[src/rtl/core/obs_pkg.sv]
package obs_pkg;

    // sizing
    localparam int MAX_BOXES_DEF = 32;
    localparam int COORD_BITS    = 12;
    localparam int LIMIT_W       = 17;
    localparam int SCALE_W       = 11;
    localparam int FACE_W        = 6;
    localparam int LEFT_W        = 14;
    localparam int RIGHT_W       = 15;
    localparam int AREA_W        = 2 * COORD_BITS;
    localparam int EDGE_W        = COORD_BITS + 1;
    localparam int INTER_W       = 2 * EDGE_W;
    localparam int SCALE_FRAC    = 8;
    localparam int LIMIT_FRAC    = 16;

    // configuration port
    localparam int CFG_IDX_W  = 2;
    localparam int CFG_DATA_W = 17;

    localparam logic [CFG_IDX_W-1:0] CFG_OVERLAP_LIMIT = 2'd0;
    localparam logic [CFG_IDX_W-1:0] CFG_COORD_SCALE   = 2'd1;

    localparam logic [LIMIT_W-1:0] LIMIT_RESET = 17'd32768;
    localparam logic [SCALE_W-1:0] SCALE_RESET = 11'd333;

    // saturation limits of the scaled corners
    localparam logic [LEFT_W-1:0]  LEFT_MAX  = 14'd16383;
    localparam logic [RIGHT_W-1:0] RIGHT_MAX = 15'd32767;

    typedef struct packed {
        logic                  new_image;
        logic [2:0]            source_tag;
        logic [COORD_BITS-1:0] box_x;
        logic [COORD_BITS-1:0] box_y;
        logic [COORD_BITS-1:0] box_w;
        logic [COORD_BITS-1:0] box_h;
    } box_in_t;

    typedef struct packed {
        logic               accepted;
        logic [FACE_W-1:0]  face_index;
        logic               list_full;
        logic [2:0]         tag_out;
        logic [LEFT_W-1:0]  left_scaled;
        logic [LEFT_W-1:0]  top_scaled;
        logic [RIGHT_W-1:0] right_scaled;
        logic [RIGHT_W-1:0] bottom_scaled;
    } result_t;

    // one entry of the kept list
    typedef struct packed {
        logic [COORD_BITS-1:0] x;
        logic [COORD_BITS-1:0] y;
        logic [COORD_BITS-1:0] w;
        logic [COORD_BITS-1:0] h;
    } box_t;

    // status of the overlap pipeline back to the sequencer
    typedef struct packed {
        logic busy;
        logic hit;
    } ovl_status_t;

    typedef enum logic [1:0] {
        ST_IDLE,
        ST_SCAN,
        ST_DRAIN,
        ST_FINISH
    } obs_state_t;

endpackage

[src/rtl/core/obs_overlap.sv]
module obs_overlap (
    input  logic                          clk,
    input  logic                          rst_n,
    input  logic                          issue,
    input  obs_pkg::box_t                 new_box,
    input  obs_pkg::box_t                 kept_box,
    input  logic [obs_pkg::LIMIT_W-1:0]   limit,
    output obs_pkg::ovl_status_t          status
);

    import obs_pkg::*;

    localparam int PROD_W = LIMIT_W + AREA_W;
    localparam int CMP_W  = INTER_W + LIMIT_FRAC;

    logic v0_reg, v1_reg, v2_reg;

    logic [AREA_W-1:0]  area_new_reg;
    logic [EDGE_W-1:0]  dx_reg, dy_reg, dx_next, dy_next;
    logic [AREA_W-1:0]  area_kept_reg;
    logic [INTER_W-1:0] inter_reg;
    logic [AREA_W-1:0]  big_reg, big_next;

    logic [EDGE_W-1:0]     ax2, ay2, bx2, by2, rx, ry, lx, ly;
    logic [PROD_W-1:0]     limit_prod;
    logic [CMP_W-1:0]      lhs, rhs;

    // valid bits of the stages in flight
    always_ff @(posedge clk or negedge rst_n)
    begin
        if (!rst_n)
        begin
            v0_reg <= 1'b0;
            v1_reg <= 1'b0;
            v2_reg <= 1'b0;
        end
        else
        begin
            v0_reg <= issue;
            v1_reg <= v0_reg;
            v2_reg <= v1_reg;
        end
    end

    // intersection extents, clamped at zero per axis
    always_comb
    begin
        ax2 = EDGE_W'(new_box.x) + EDGE_W'(new_box.w);
        ay2 = EDGE_W'(new_box.y) + EDGE_W'(new_box.h);
        bx2 = EDGE_W'(kept_box.x) + EDGE_W'(kept_box.w);
        by2 = EDGE_W'(kept_box.y) + EDGE_W'(kept_box.h);
        lx  = (new_box.x > kept_box.x) ? EDGE_W'(new_box.x) : EDGE_W'(kept_box.x);
        ly  = (new_box.y > kept_box.y) ? EDGE_W'(new_box.y) : EDGE_W'(kept_box.y);
        rx  = (ax2 < bx2) ? ax2 : bx2;
        ry  = (ay2 < by2) ? ay2 : by2;
        dx_next = (rx > lx) ? (rx - lx) : '0;
        dy_next = (ry > ly) ? (ry - ly) : '0;
        big_next = (area_new_reg > area_kept_reg) ? area_new_reg : area_kept_reg;
    end

    // stage 1: extents and kept area, stage 2: intersection and larger area
    always_ff @(posedge clk)
    begin
        area_new_reg  <= AREA_W'(new_box.w) * AREA_W'(new_box.h);
        dx_reg        <= dx_next;
        dy_reg        <= dy_next;
        area_kept_reg <= AREA_W'(kept_box.w) * AREA_W'(kept_box.h);
        inter_reg     <= INTER_W'(dx_reg) * INTER_W'(dy_reg);
        big_reg       <= big_next;
    end

    // stage 3: inter * 2^16 against limit * larger area
    always_comb
    begin
        limit_prod = PROD_W'(limit) * PROD_W'(big_reg);
        lhs        = {inter_reg, {LIMIT_FRAC{1'b0}}};
        rhs        = CMP_W'(limit_prod);
        status.hit  = v2_reg && (lhs > rhs);
        status.busy = v0_reg || v1_reg || v2_reg;
    end

endmodule

[config.mk]
export PLATFORM = sky130hd
export DESIGN_NAME = obs_overlap
export DESIGN_NICKNAME = d
export VERILOG_FILES = /design/src/rtl/core/obs_pkg.sv /design/src/rtl/core/obs_overlap.sv
export SDC_FILE = /design/constraint.sdc
export NUM_CORES = 2
export LEC_CHECK = 0
export ABC_AREA = 1
export BUFFER_PORTS_ARGS = -buffer_cell sky130_fd_sc_hd__buf_2
export CORE_ASPECT_RATIO = 0.9
export CORE_MARGIN = 2
export CORE_UTILIZATION = 59
export DETAILED_ROUTE_END_ITERATION = 10
export PLACE_DENSITY = 0.74
export SLEW_MARGIN = 15
export SYNTH_ARGS = -nofsm -noshare
export SYNTH_HDL_FRONTEND = slang
export SYNTH_SLANG_ARGS = --single-unit
[constraint.sdc]
create_clock -name clk -period 9.2 [get_ports clk]
set_input_delay 0.92 -clock clk [delete_from_list [all_inputs] [get_ports clk]]
set_output_delay 0.92 -clock clk [all_outputs]
set_load 0.01 [all_outputs]
==> flow_summary_export.csv <==
group,metric,value,unit
route,drc,0,
timing,tightest_slew,0.941,ns
run_status,status,"finished, final reports clean",
route,vias,32000,
grt,grt_overflow_total,0,
die,die-area,67200,µm²
finish,fillers,5871,
worst_setup_path,max_stage_delay,0.58,ns
worst_setup_path,crit_type,"in -> out",
timing,finalSetupViolations,0,
route,first_pass_iters,7,
synthesis,syn_inst,5172,
synthesis,synth_edf_count,0,
placement,gp_congestion,0.988,
die,io_pins,118,
finish,drive_gt1_frac,0.0462,
clocking,cts_setup_buffers,0,
route,drt_wl_total,98.2,mm
timing,period_needed,8.78,ns
clocking,clkLatencyLatePin,0.45,ns
grt,grt_max_degree,26,
finish,largest_reg_flops,26,
finish,layout.nets,6415,
finish,mostFrequentLayoutCell,"nand2_1",
timing,hold_viol_final,0,
clocking,htree_levels,4,
timing,fin_setup_tns,0,ns
synthesis,ys.flop_type,"dfxtp_1",
grt,grt_antenna_before_repair,5,
die,die_w,273,µm
timing,finalMaxSlewViolations,0,
die,start_util,0.598,
worst_setup_path,slowest_stage,"fa_1",
route,routed_via_density,5.30,
clocking,cts_tree,"built",
clocking,cts_num_sinks,127,
clocking,clockBufferDepth,2,
synthesis,yosysSeqAreaShare,0.0666,
job,drv_cap,0,
clocking,cts_hold_buf,0,
grt,grt_util_all_layers,0.306,
worst_setup_path,regToRegSetupSlack,3.94,ns
die,core,64200,µm²
synthesis,synth.area.top_cells,"fa_1 (34%), ha_1 (16%), nand2_1 (13%)",
synthesis,syn-cell-area,38400,µm²
synthesis,synth_top_area_frac,0.342,
die,die_h,246,µm
synthesis,synth_top_cell_by_area,"fa_1",
synthesis,synth_seq_cells,127,
route,drtIter0Drc,2031,
die,placementRows,88,
timing,relSlewSlack,0.368,
placement,port_buffers,117,
worst_hold_path,worstHoldPathType,"in -> async",
placement,hpwl,83.0,mm
synthesis,avgSynthCellArea,7.43,µm²
synthesis,synthArstFlopShare,0.0236,
grt,grt_pass1_wl,165,mm
grt,grt_pass1_vias,33100,
finish,layout_common_cells,"nand2_1 (1,381), inv_1 (1,352), fa_1 (656)",
timing,post-route-period-util,0.955,
worst_setup_path,crit_top_cell,"nor2_1",
route,postRouteAntennaNets,0,
clocking,root_buffer,"clkbuf_16",
worst_setup_path,start_kind,"input port",
clocking,cts_resized,0,
timing,rsz0062_at_grt,"no",
route,wl_per_cell,16.3,µm
worst_setup_path,path_max_fanout,17,
synthesis,synth_cell_types,47,
clocking,path_clk_slew,0.08,ns
clocking,numCtsBuffers,17,
timing,clock.fmax,114,MHz
timing,skew,0.0189,ns
synthesis,synth_nets,6423,
finish,syn_to_final_growth,4.85,%
worst_setup_path,end_kind,"output port",
worst_setup_path,reg2reg_depth,16,
worst_setup_path,worstReg2RegStart,"dy_reg[4]",
worst_setup_path,cp.required,8.28,ns
synthesis,yosysWarnings,0,
worst_setup_path,r2r-end,"inter_reg[20]",
worst_setup_path,worst-endpoint-arrival,7.86,ns
[worst max-delay path by stage]
stage / startpoint / to
floorplan: limit[16] / status[0]
global placement: limit[5] / status[0]
detailed placement: limit[5] / status[0]
CTS: limit[5] / status[0]
global route: limit[7] / status[0]
finish: limit[11] / status[0]
[synth_stat cells, types with 3 or more instances]
cell type	instances
o21bai_1	14
o211ai_1	6
clkbuf_1	161
o21ai_0	137
a221oi_1	3
and2_1	8
nand3_2	5
buf_2	5
nor4_1	6
o21a_1	6
nor3_1	24
a31oi_1	6
a21oi_2	11
a21o_1	22
buf_6	7
a211oi_1	4
nor2_1	163
nand2_2	7
o21ai_1	21
nand3b_1	4
nand4_1	40
inv_1	1352
fa_1	656
xnor2_1	48
dfxtp_1	124
xor2_1	90
dfrtp_1	3
a21oi_1	214
a21boi_0	6
nand2_1	1381
ha_1	479
o2111ai_1	3
inv_2	4
a21boi_2	6
nand3_1	130
a21boi_1	3
[worst max-delay path, delay by kind of cell]
family	cells	cell delay (ns)
buffers and inverters	7	0.83
AND/OR/NAND/NOR	17	2.08
XOR/XNOR	1	0.09
adder cells (fa/ha/maj)	8	3.95
[through the flow]
step | util | area, µm² | hold slack (ns) | std cells | setup WS, ns
final | 0.627 | 40300 | 0.248 | 6034 | 0.417
after global routing | 0.627 | 40300 | 0.239 | 6032 | 0.00265
after CTS | 0.626 | 40200 | 0.225 | 6032 | 0.240
after detailed placement | 0.616 | 39600 | 0.360 | 6000 | 0.271
after global placement | 0.616 | 39600 | 0.354 | 6000 | 0.234
after floorplan | - | 38400 | 0.346 | 5172 | 1.35
[area by class of cell]
type / count / area [µm²] / share of cell area
multi-input combinational: 3515 / 30100 / 0.746
clock buffer: 17 / 425 / 0.0106
sequential: 127 / 2580 / 0.0640
tap: 855 / 1070 / 0.0266
timing repair buffer: 147 / 855 / 0.0212
antenna: 2 / 5.00 / 0.000124
clock inverter: 15 / 188 / 0.00466
inverter: 1356 / 5090 / 0.126
[layer usage]
layer / part of all wire / wire [µm] / GRT usage / vias up
li1: - / - / - / 15300
met5: 0.00035 / 34 / 0 / -
met3: 0.066 / 6460 / 0.0328 / 189
met4: 0.033 / 3240 / 0.102 / 6
met2: 0.47 / 46300 / 0.521 / 1094
met1: 0.43 / 42200 / 0.410 / 15400
[kinds of logic (layout without fill, tap and decap cells)]
kind of cell	after synthesis	in the layout	share of synthesized area
AO/OA/AOI/OAI	468	468	0.0685
buffers and inverters	1530	1535	0.151
other	0	2	0
XOR/XNOR	138	138	0.0315
flip-flops	127	127	0.0666
adder cells (fa/ha/maj)	1135	1135	0.498
AND/OR/NAND/NOR	1774	1774	0.184
Power is not shown: default switching activity piles up to over one toggle a cycle in this logic, so the estimate is an artifact.
