[src/rtl/core/obs_pkg.sv]
package obs_pkg;

    // sizing
    localparam int MAX_BOXES_DEF = 32;
    localparam int COORD_BITS    = 12;
    localparam int LIMIT_W       = 17;
    localparam int SCALE_W       = 11;
    localparam int FACE_W        = 6;
    localparam int LEFT_W        = 14;
    localparam int RIGHT_W       = 15;
    localparam int AREA_W        = 2 * COORD_BITS;
    localparam int EDGE_W        = COORD_BITS + 1;
    localparam int INTER_W       = 2 * EDGE_W;
    localparam int SCALE_FRAC    = 8;
    localparam int LIMIT_FRAC    = 16;

    // configuration port
    localparam int CFG_IDX_W  = 2;
    localparam int CFG_DATA_W = 17;

    localparam logic [CFG_IDX_W-1:0] CFG_OVERLAP_LIMIT = 2'd0;
    localparam logic [CFG_IDX_W-1:0] CFG_COORD_SCALE   = 2'd1;

    localparam logic [LIMIT_W-1:0] LIMIT_RESET = 17'd32768;
    localparam logic [SCALE_W-1:0] SCALE_RESET = 11'd333;

    // saturation limits of the scaled corners
    localparam logic [LEFT_W-1:0]  LEFT_MAX  = 14'd16383;
    localparam logic [RIGHT_W-1:0] RIGHT_MAX = 15'd32767;

    typedef struct packed {
        logic                  new_image;
        logic [2:0]            source_tag;
        logic [COORD_BITS-1:0] box_x;
        logic [COORD_BITS-1:0] box_y;
        logic [COORD_BITS-1:0] box_w;
        logic [COORD_BITS-1:0] box_h;
    } box_in_t;

    typedef struct packed {
        logic               accepted;
        logic [FACE_W-1:0]  face_index;
        logic               list_full;
        logic [2:0]         tag_out;
        logic [LEFT_W-1:0]  left_scaled;
        logic [LEFT_W-1:0]  top_scaled;
        logic [RIGHT_W-1:0] right_scaled;
        logic [RIGHT_W-1:0] bottom_scaled;
    } result_t;

    // one entry of the kept list
    typedef struct packed {
        logic [COORD_BITS-1:0] x;
        logic [COORD_BITS-1:0] y;
        logic [COORD_BITS-1:0] w;
        logic [COORD_BITS-1:0] h;
    } box_t;

    // status of the overlap pipeline back to the sequencer
    typedef struct packed {
        logic busy;
        logic hit;
    } ovl_status_t;

    typedef enum logic [1:0] {
        ST_IDLE,
        ST_SCAN,
        ST_DRAIN,
        ST_FINISH
    } obs_state_t;

endpackage

[src/rtl/core/obs_scale.sv]
module obs_scale (
    input  logic                              clk,
    input  obs_pkg::box_t                     box,
    input  logic [obs_pkg::SCALE_W-1:0]       scale,
    output logic [obs_pkg::LEFT_W-1:0]        left_scaled,
    output logic [obs_pkg::LEFT_W-1:0]        top_scaled,
    output logic [obs_pkg::RIGHT_W-1:0]       right_scaled,
    output logic [obs_pkg::RIGHT_W-1:0]       bottom_scaled
);

    import obs_pkg::*;

    localparam int PL_W = COORD_BITS + SCALE_W;
    localparam int PR_W = EDGE_W + SCALE_W;
    localparam int QL_W = PL_W - SCALE_FRAC;
    localparam int QR_W = PR_W - SCALE_FRAC;

    logic [PL_W-1:0] px_reg, py_reg;
    logic [PR_W-1:0] pr_reg, pb_reg;
    logic [QL_W-1:0] qx, qy;
    logic [QR_W-1:0] qr, qb;

    // corner products, one multiplier per corner
    always_ff @(posedge clk)
    begin
        px_reg <= PL_W'(box.x) * PL_W'(scale);
        py_reg <= PL_W'(box.y) * PL_W'(scale);
        pr_reg <= (PR_W'(box.x) + PR_W'(box.w)) * PR_W'(scale);
        pb_reg <= (PR_W'(box.y) + PR_W'(box.h)) * PR_W'(scale);
    end

    // drop the fraction and saturate
    always_comb
    begin
        qx = px_reg[PL_W-1:SCALE_FRAC];
        qy = py_reg[PL_W-1:SCALE_FRAC];
        qr = pr_reg[PR_W-1:SCALE_FRAC];
        qb = pb_reg[PR_W-1:SCALE_FRAC];
        left_scaled   = (qx > QL_W'(LEFT_MAX))  ? LEFT_MAX  : qx[LEFT_W-1:0];
        top_scaled    = (qy > QL_W'(LEFT_MAX))  ? LEFT_MAX  : qy[LEFT_W-1:0];
        right_scaled  = (qr > QR_W'(RIGHT_MAX)) ? RIGHT_MAX : qr[RIGHT_W-1:0];
        bottom_scaled = (qb > QR_W'(RIGHT_MAX)) ? RIGHT_MAX : qb[RIGHT_W-1:0];
    end

endmodule
[config.mk]
export PLATFORM = sky130hd
export DESIGN_NAME = obs_scale
export DESIGN_NICKNAME = d
export VERILOG_FILES = /design/src/rtl/core/obs_pkg.sv /design/src/rtl/core/obs_scale.sv
export SDC_FILE = /design/constraint.sdc
export NUM_CORES = 1
export LEC_CHECK = 0
export BUFFER_PORTS_ARGS = -buffer_cell sky130_fd_sc_hd__buf_2
export CAP_MARGIN = 20
export CORE_ASPECT_RATIO = 1.5
export CORE_UTILIZATION = 40
export CTS_BUF_LIST = sky130_fd_sc_hd__clkbuf_8
export DETAILED_ROUTE_END_ITERATION = 7
export PLACE_DENSITY = 0.59
export SYNTH_ARGS = -nofsm -noshare
export SYNTH_HDL_FRONTEND = slang
export SYNTH_SLANG_ARGS = --single-unit
export TNS_END_PERCENT = 50
[constraint.sdc]
create_clock -name clk -period 9.3 [get_ports clk]
set_input_delay 1.395 -clock clk [delete_from_list [all_inputs] [get_ports clk]]
set_output_delay 1.395 -clock clk [all_outputs]
set_load 0.005 [all_outputs]
==> impl_metrics.toml, run 1 <==
[outcome]
outcome = "complete, no violations"

[cts]
postCtsSetupBuffers = 0
clk_pin_slew_ns = 0.08
clk_path_buf_depth = 2
cts_tree = "built"
numCtsBuffers = 9
cts_root_buf = "clkbuf_8"
ctsHoldBuffers = 0
post_cts_resize_count = 0
clock_sinks = 62
cts_max_level = 3

[synthesis]
ys_ff_latch = 62
synthTopCellsByArea = "fa_1 38%, ha_1 17%, inv_1 8.3%"
synth_top_cell_area_share = 0.382
synth_edf_count = 0
yosysSeqAreaShare = 0.0636
syn-cell-area_sq_um = 19500
synth_fp_nets = 2897
syn_inst = 2207
synth_top_cells_by_count = "430 x inv_1, 372 x fa_1, 282 x nand2_1, 258 x ha_1, 256 x and2_1"
synthArstFlopShare = 0
synth_cell_type_count = 53
yosys_warnings = 0
avgSynthCellArea_sq_um = 8.84
yosys.area.top_type = "fa_1"
synth-main-ff-cell = "dfxtp_1"
yosysMostFrequentCell = "inv_1"

[setup_path]
path_buf_inv = 6
crit_top_cell = "fa_1"
cp-start-kind = "input pin"
cp_max_fo = 11
worstSetupStartpoint = "box[36]"
crit_family = "adder cells"
cp.depth = 30
slowest_stage = "fa_1"
cp.required_ns = 9.65
cp.arrival_ns = 8.10
setup.worst_path.end_class = "register"
crit_path_max_incr_delay_ns = 0.60
worst-setup-path-type = "in -> reg"
endpoint = "pr_reg[21]"

[sta]
rsz0062_at_grt = "false"
max_freq_mhz = 129
fin_crit_ns = 7.75
setup_slack_ns = 1.55
period_share = 0.833
hold_violations = 0
tns_ns = 0
setup_viol_count_final = 0
drv_slew = 0
slew_headroom = 0.353
holdWs_ns = 1.71
worstMarginPinSlew_ns = 0.966

[min_path]
hold_class = "in -> reg"

[placement]
place_hpwl_um = 37500
dpl.cell_count = 2897
place.gp.congestion = 0.811
port_buffers = 117
preCtsSetupSlack_ns = 1.15

[finish]
drive_above_1_share = 0.104
fin_cells = 2913
fin_nets = 2948
fill_cells = 4737
area_delta_synth_final_pct = 7.35

[routing]
vias = 14451
vias_per_cell = 4.96
wirelength_um = 46400
drtIter0Drc = 504
detail-route-antenna-nets = 0
firstDrtPassIters = 7
wl_per_cell_um = 15.9
remaining_drc_errors = 0

[floorplan]
die_h_um = 272
core_area_sq_um = 47900
die_x_um = 182
start_util = 0.407
boundaryPins = 118
rows = 98
die_area_sq_um = 49700

[global_routing]
antenna_found_initial = 1
grt_max_degree = 49
grt_pass1_vias = 16148
grt_pass1_wl_um = 78900
grtUsageTotal = 0.202
grt_overflow = 0

[job]
maxCapViolCount = 0
[cell families (layout without fill, tap and decap cells)]
| group | Yosys count | after routing | synth area share |
|---|---|---|---|
| AOI/OAI and AO/OA | 159 | 159 | 0.0555 |
| other | 0 | 1 | 0 |
| xor gates and xnor gates | 79 | 79 | 0.0355 |
| and+or+nand+nor | 739 | 739 | 0.195 |
| adders and majority gates | 630 | 630 | 0.547 |
| buffers and inverters | 538 | 593 | 0.104 |
| DFF | 62 | 62 | 0.0636 |
[placed cells by master, fill, tap and decap left out, drive strengths merged, types with 4 or more instances in the layout]
cell type  count
ha           258
fa           372
xnor2         56
a31oi          8
nor3          17
inv          430
dfxtp         62
nand4          6
o31ai          5
o211ai         4
o21bai         5
buf          148
nor2          39
and3           7
a21o          19
nand2b        14
nand3         10
a41oi          4
and2         256
a21oi         48
nor2b         35
clkbuf        12
or2           61
nand2        282
or3            4
o21a           7
o21ai         35
xor2          23
[layout make-up]
cell class                      instances  area (sq um)  share of cell area
Tap cell                              650           813              0.0388
Multi-Input combinational cell       1607         16200               0.776
Inverter                              430          1610              0.0771
Timing Repair Buffer                  148           818              0.0391
Clock buffer                           12           165             0.00789
Antenna cell                            1          2.50            0.000119
Sequential cell                        62          1240              0.0593
Clock inverter                          3          42.5             0.00203
[per-stage QoR]
| stage | util | area (sq um) |
|---|---|---|
| detailed placement | 0.432 | 20700 |
| global placement | 0.432 | 20700 |
| global route | 0.437 | 20900 |
| finish | 0.437 | 20900 |
| floorplan | - | 19500 |
| CTS | 0.437 | 20900 |
[worst min path at each step]
stage	from	to	cells past startpoint	slack, ns
floorplan	scale[1]	py_reg[8]	4	1.74
global placement	pr_reg[14]	right_scaled[6]	2	1.86
detailed placement	py_reg[20]	top_scaled[12]	2	1.85
CTS	box[24]	py_reg[8]	5	1.67
global route	box[24]	py_reg[8]	5	1.71
finish	box[24]	py_reg[8]	5	1.71
[layer usage]
metal  vias to the layer above  GRT usage  share of wire
li1                       6756          -              -
met1                      7335      0.226           0.39
met2                       281      0.376           0.54
met3                        79     0.0275          0.034
met4                         0     0.0887          0.036
met5                         -          0              0
Power of run 1 is not shown: default switching activity piles up to over one toggle a cycle in this logic, so the estimate is an artifact.
==> run 2: changes to the inputs <==
- PLACE_DENSITY: 0.59 -> 0.61
- clock period: 9.3 -> 6.7 ns (I/O delays scaled with it)
==> run 2 against run 1 <==
Against the previous run: cell area up 8.7%; setup slack lost 1.5 ns; sequential cell count stayed put; worst hold slack lost 0.37 ns; core utilization up 3.8 points.
==> impl_metrics.toml, run 2 (same netlist as run 1, synthesis figures left out) <==
[min_path]
hold_class = "in -> reg"

[global_routing]
grt_pass1_wl_um = 80800
antenna_found_initial = 5
grt_pass1_vias = 16739
grtUsageTotal = 0.204
grt_overflow = 0
grt_max_degree = 42

[setup_path]
setup.worst_path.end_class = "register"
cp.required_ns = 6.99
cp-start-kind = "input pin"
worst-setup-path-type = "in -> reg"
slowest_stage = "fa_1"
cp.arrival_ns = 6.90
crit_path_max_incr_delay_ns = 0.57
cp_max_fo = 5

[routing]
wl_per_cell_um = 15.7
drtIter0Drc = 530
detail-route-antenna-nets = 0
wirelength_um = 48300
remaining_drc_errors = 0
vias_per_cell = 4.93
vias = 15169
firstDrtPassIters = 5

[cts]
cts_tree = "built"
cts_max_level = 3
clk_path_buf_depth = 2
cts_root_buf = "clkbuf_8"
clock_sinks = 62
numCtsBuffers = 9
clk_pin_slew_ns = 0.10

[floorplan]
boundaryPins = 118
die_area_sq_um = 49700
die_h_um = 272
start_util = 0.407
core_area_sq_um = 47900
die_x_um = 182
rows = 98

[job]
maxCapViolCount = 0

[sta]
holdWs_ns = 1.33
hold_violations = 0
fin_crit_ns = 6.62
drv_slew = 0
slew_headroom = 0.623
worstMarginPinSlew_ns = 0.566
tns_ns = 0
period_share = 0.988
max_freq_mhz = 151
rsz0062_at_grt = "true"
setup_slack_ns = 0.0809
setup_viol_count_final = 0

[placement]
place_hpwl_um = 40100
place.gp.congestion = 0.846
preCtsSetupSlack_ns = -0.566
port_buffers = 117
dpl.cell_count = 3043

[finish]
final_cell_mix = "414 x inv_1, 363 x fa_1, 276 x nand2_1, 256 x and2_1, 243 x ha_1"
layout_commonest_cell = "inv_1"
seq_area_sq_um = 1240
area_delta_synth_final_pct = 16.7
fin_nets = 3109
fin_cells = 3076
drive_above_1_share = 0.201
fill_cells = 4645
multi_input_area_sq_um = 16700

[outcome]
outcome = "complete, no violations"
run 2: layer usage:
metal  vias up  global-route usage  wire (um)  part of all wire
met4         2              0.0677       1250             0.026
met1      7721               0.227      18500              0.38
met5         -                   0          8           0.00017
met2       288               0.398      26900              0.56
met3        79              0.0222       1510             0.031
li1       7079                   -          -                 -
run 2: metrics by stage:
stage | utilization | instance area [sq um]
floorplan | - | 19700
global placement | 0.459 | 22000
detailed placement | 0.459 | 22000
CTS | 0.466 | 22300
global route | 0.475 | 22800
finish | 0.475 | 22800
run 2: worst max-delay path: cells and delay by family:
| kind | cells | cell delay, ns |
|---|---|---|
| XOR/XNOR | 2 | 0.30 |
| AND/OR/NAND/NOR | 4 | 0.47 |
| buffers and inverters | 5 | 0.44 |
| AO/OA/AOI/OAI | 8 | 1.65 |
| adder cells (fa/ha/maj) | 8 | 3.02 |
run 2: path summary, 6_finish.rpt:
kind / start / to / slack [ns] / cells past startpoint
worst max-delay path: box[0] / pb_reg[19] / 0.08 / 27
worst min-delay path: box[24] / pb_reg[8] / 1.33 / 6
run 2: what timing repair did:
| action | CTS | global route |
|---|---|---|
| buffers inserted | 1 | 14 |
| resized for setup | 11 | 79 |
| hold buffers | 0 | 0 |
| setup endpoints to repair | 10 | 19 |
| pin swaps | 6 | 78 |
run 2: area by class of cell:
| cell class | instances | share of cell area |
|---|---|---|
| Antenna cell | 2 | 0.000220 |
| Inverter | 430 | 0.0710 |
| Timing Repair Buffer | 309 | 0.0924 |
| Clock buffer | 10 | 0.00604 |
| Multi-Input combinational cell | 1607 | 0.735 |
| Tap cell | 650 | 0.0357 |
| Clock inverter | 6 | 0.00478 |
| Sequential cell | 62 | 0.0545 |
Power of run 2 is left out for the same reason.
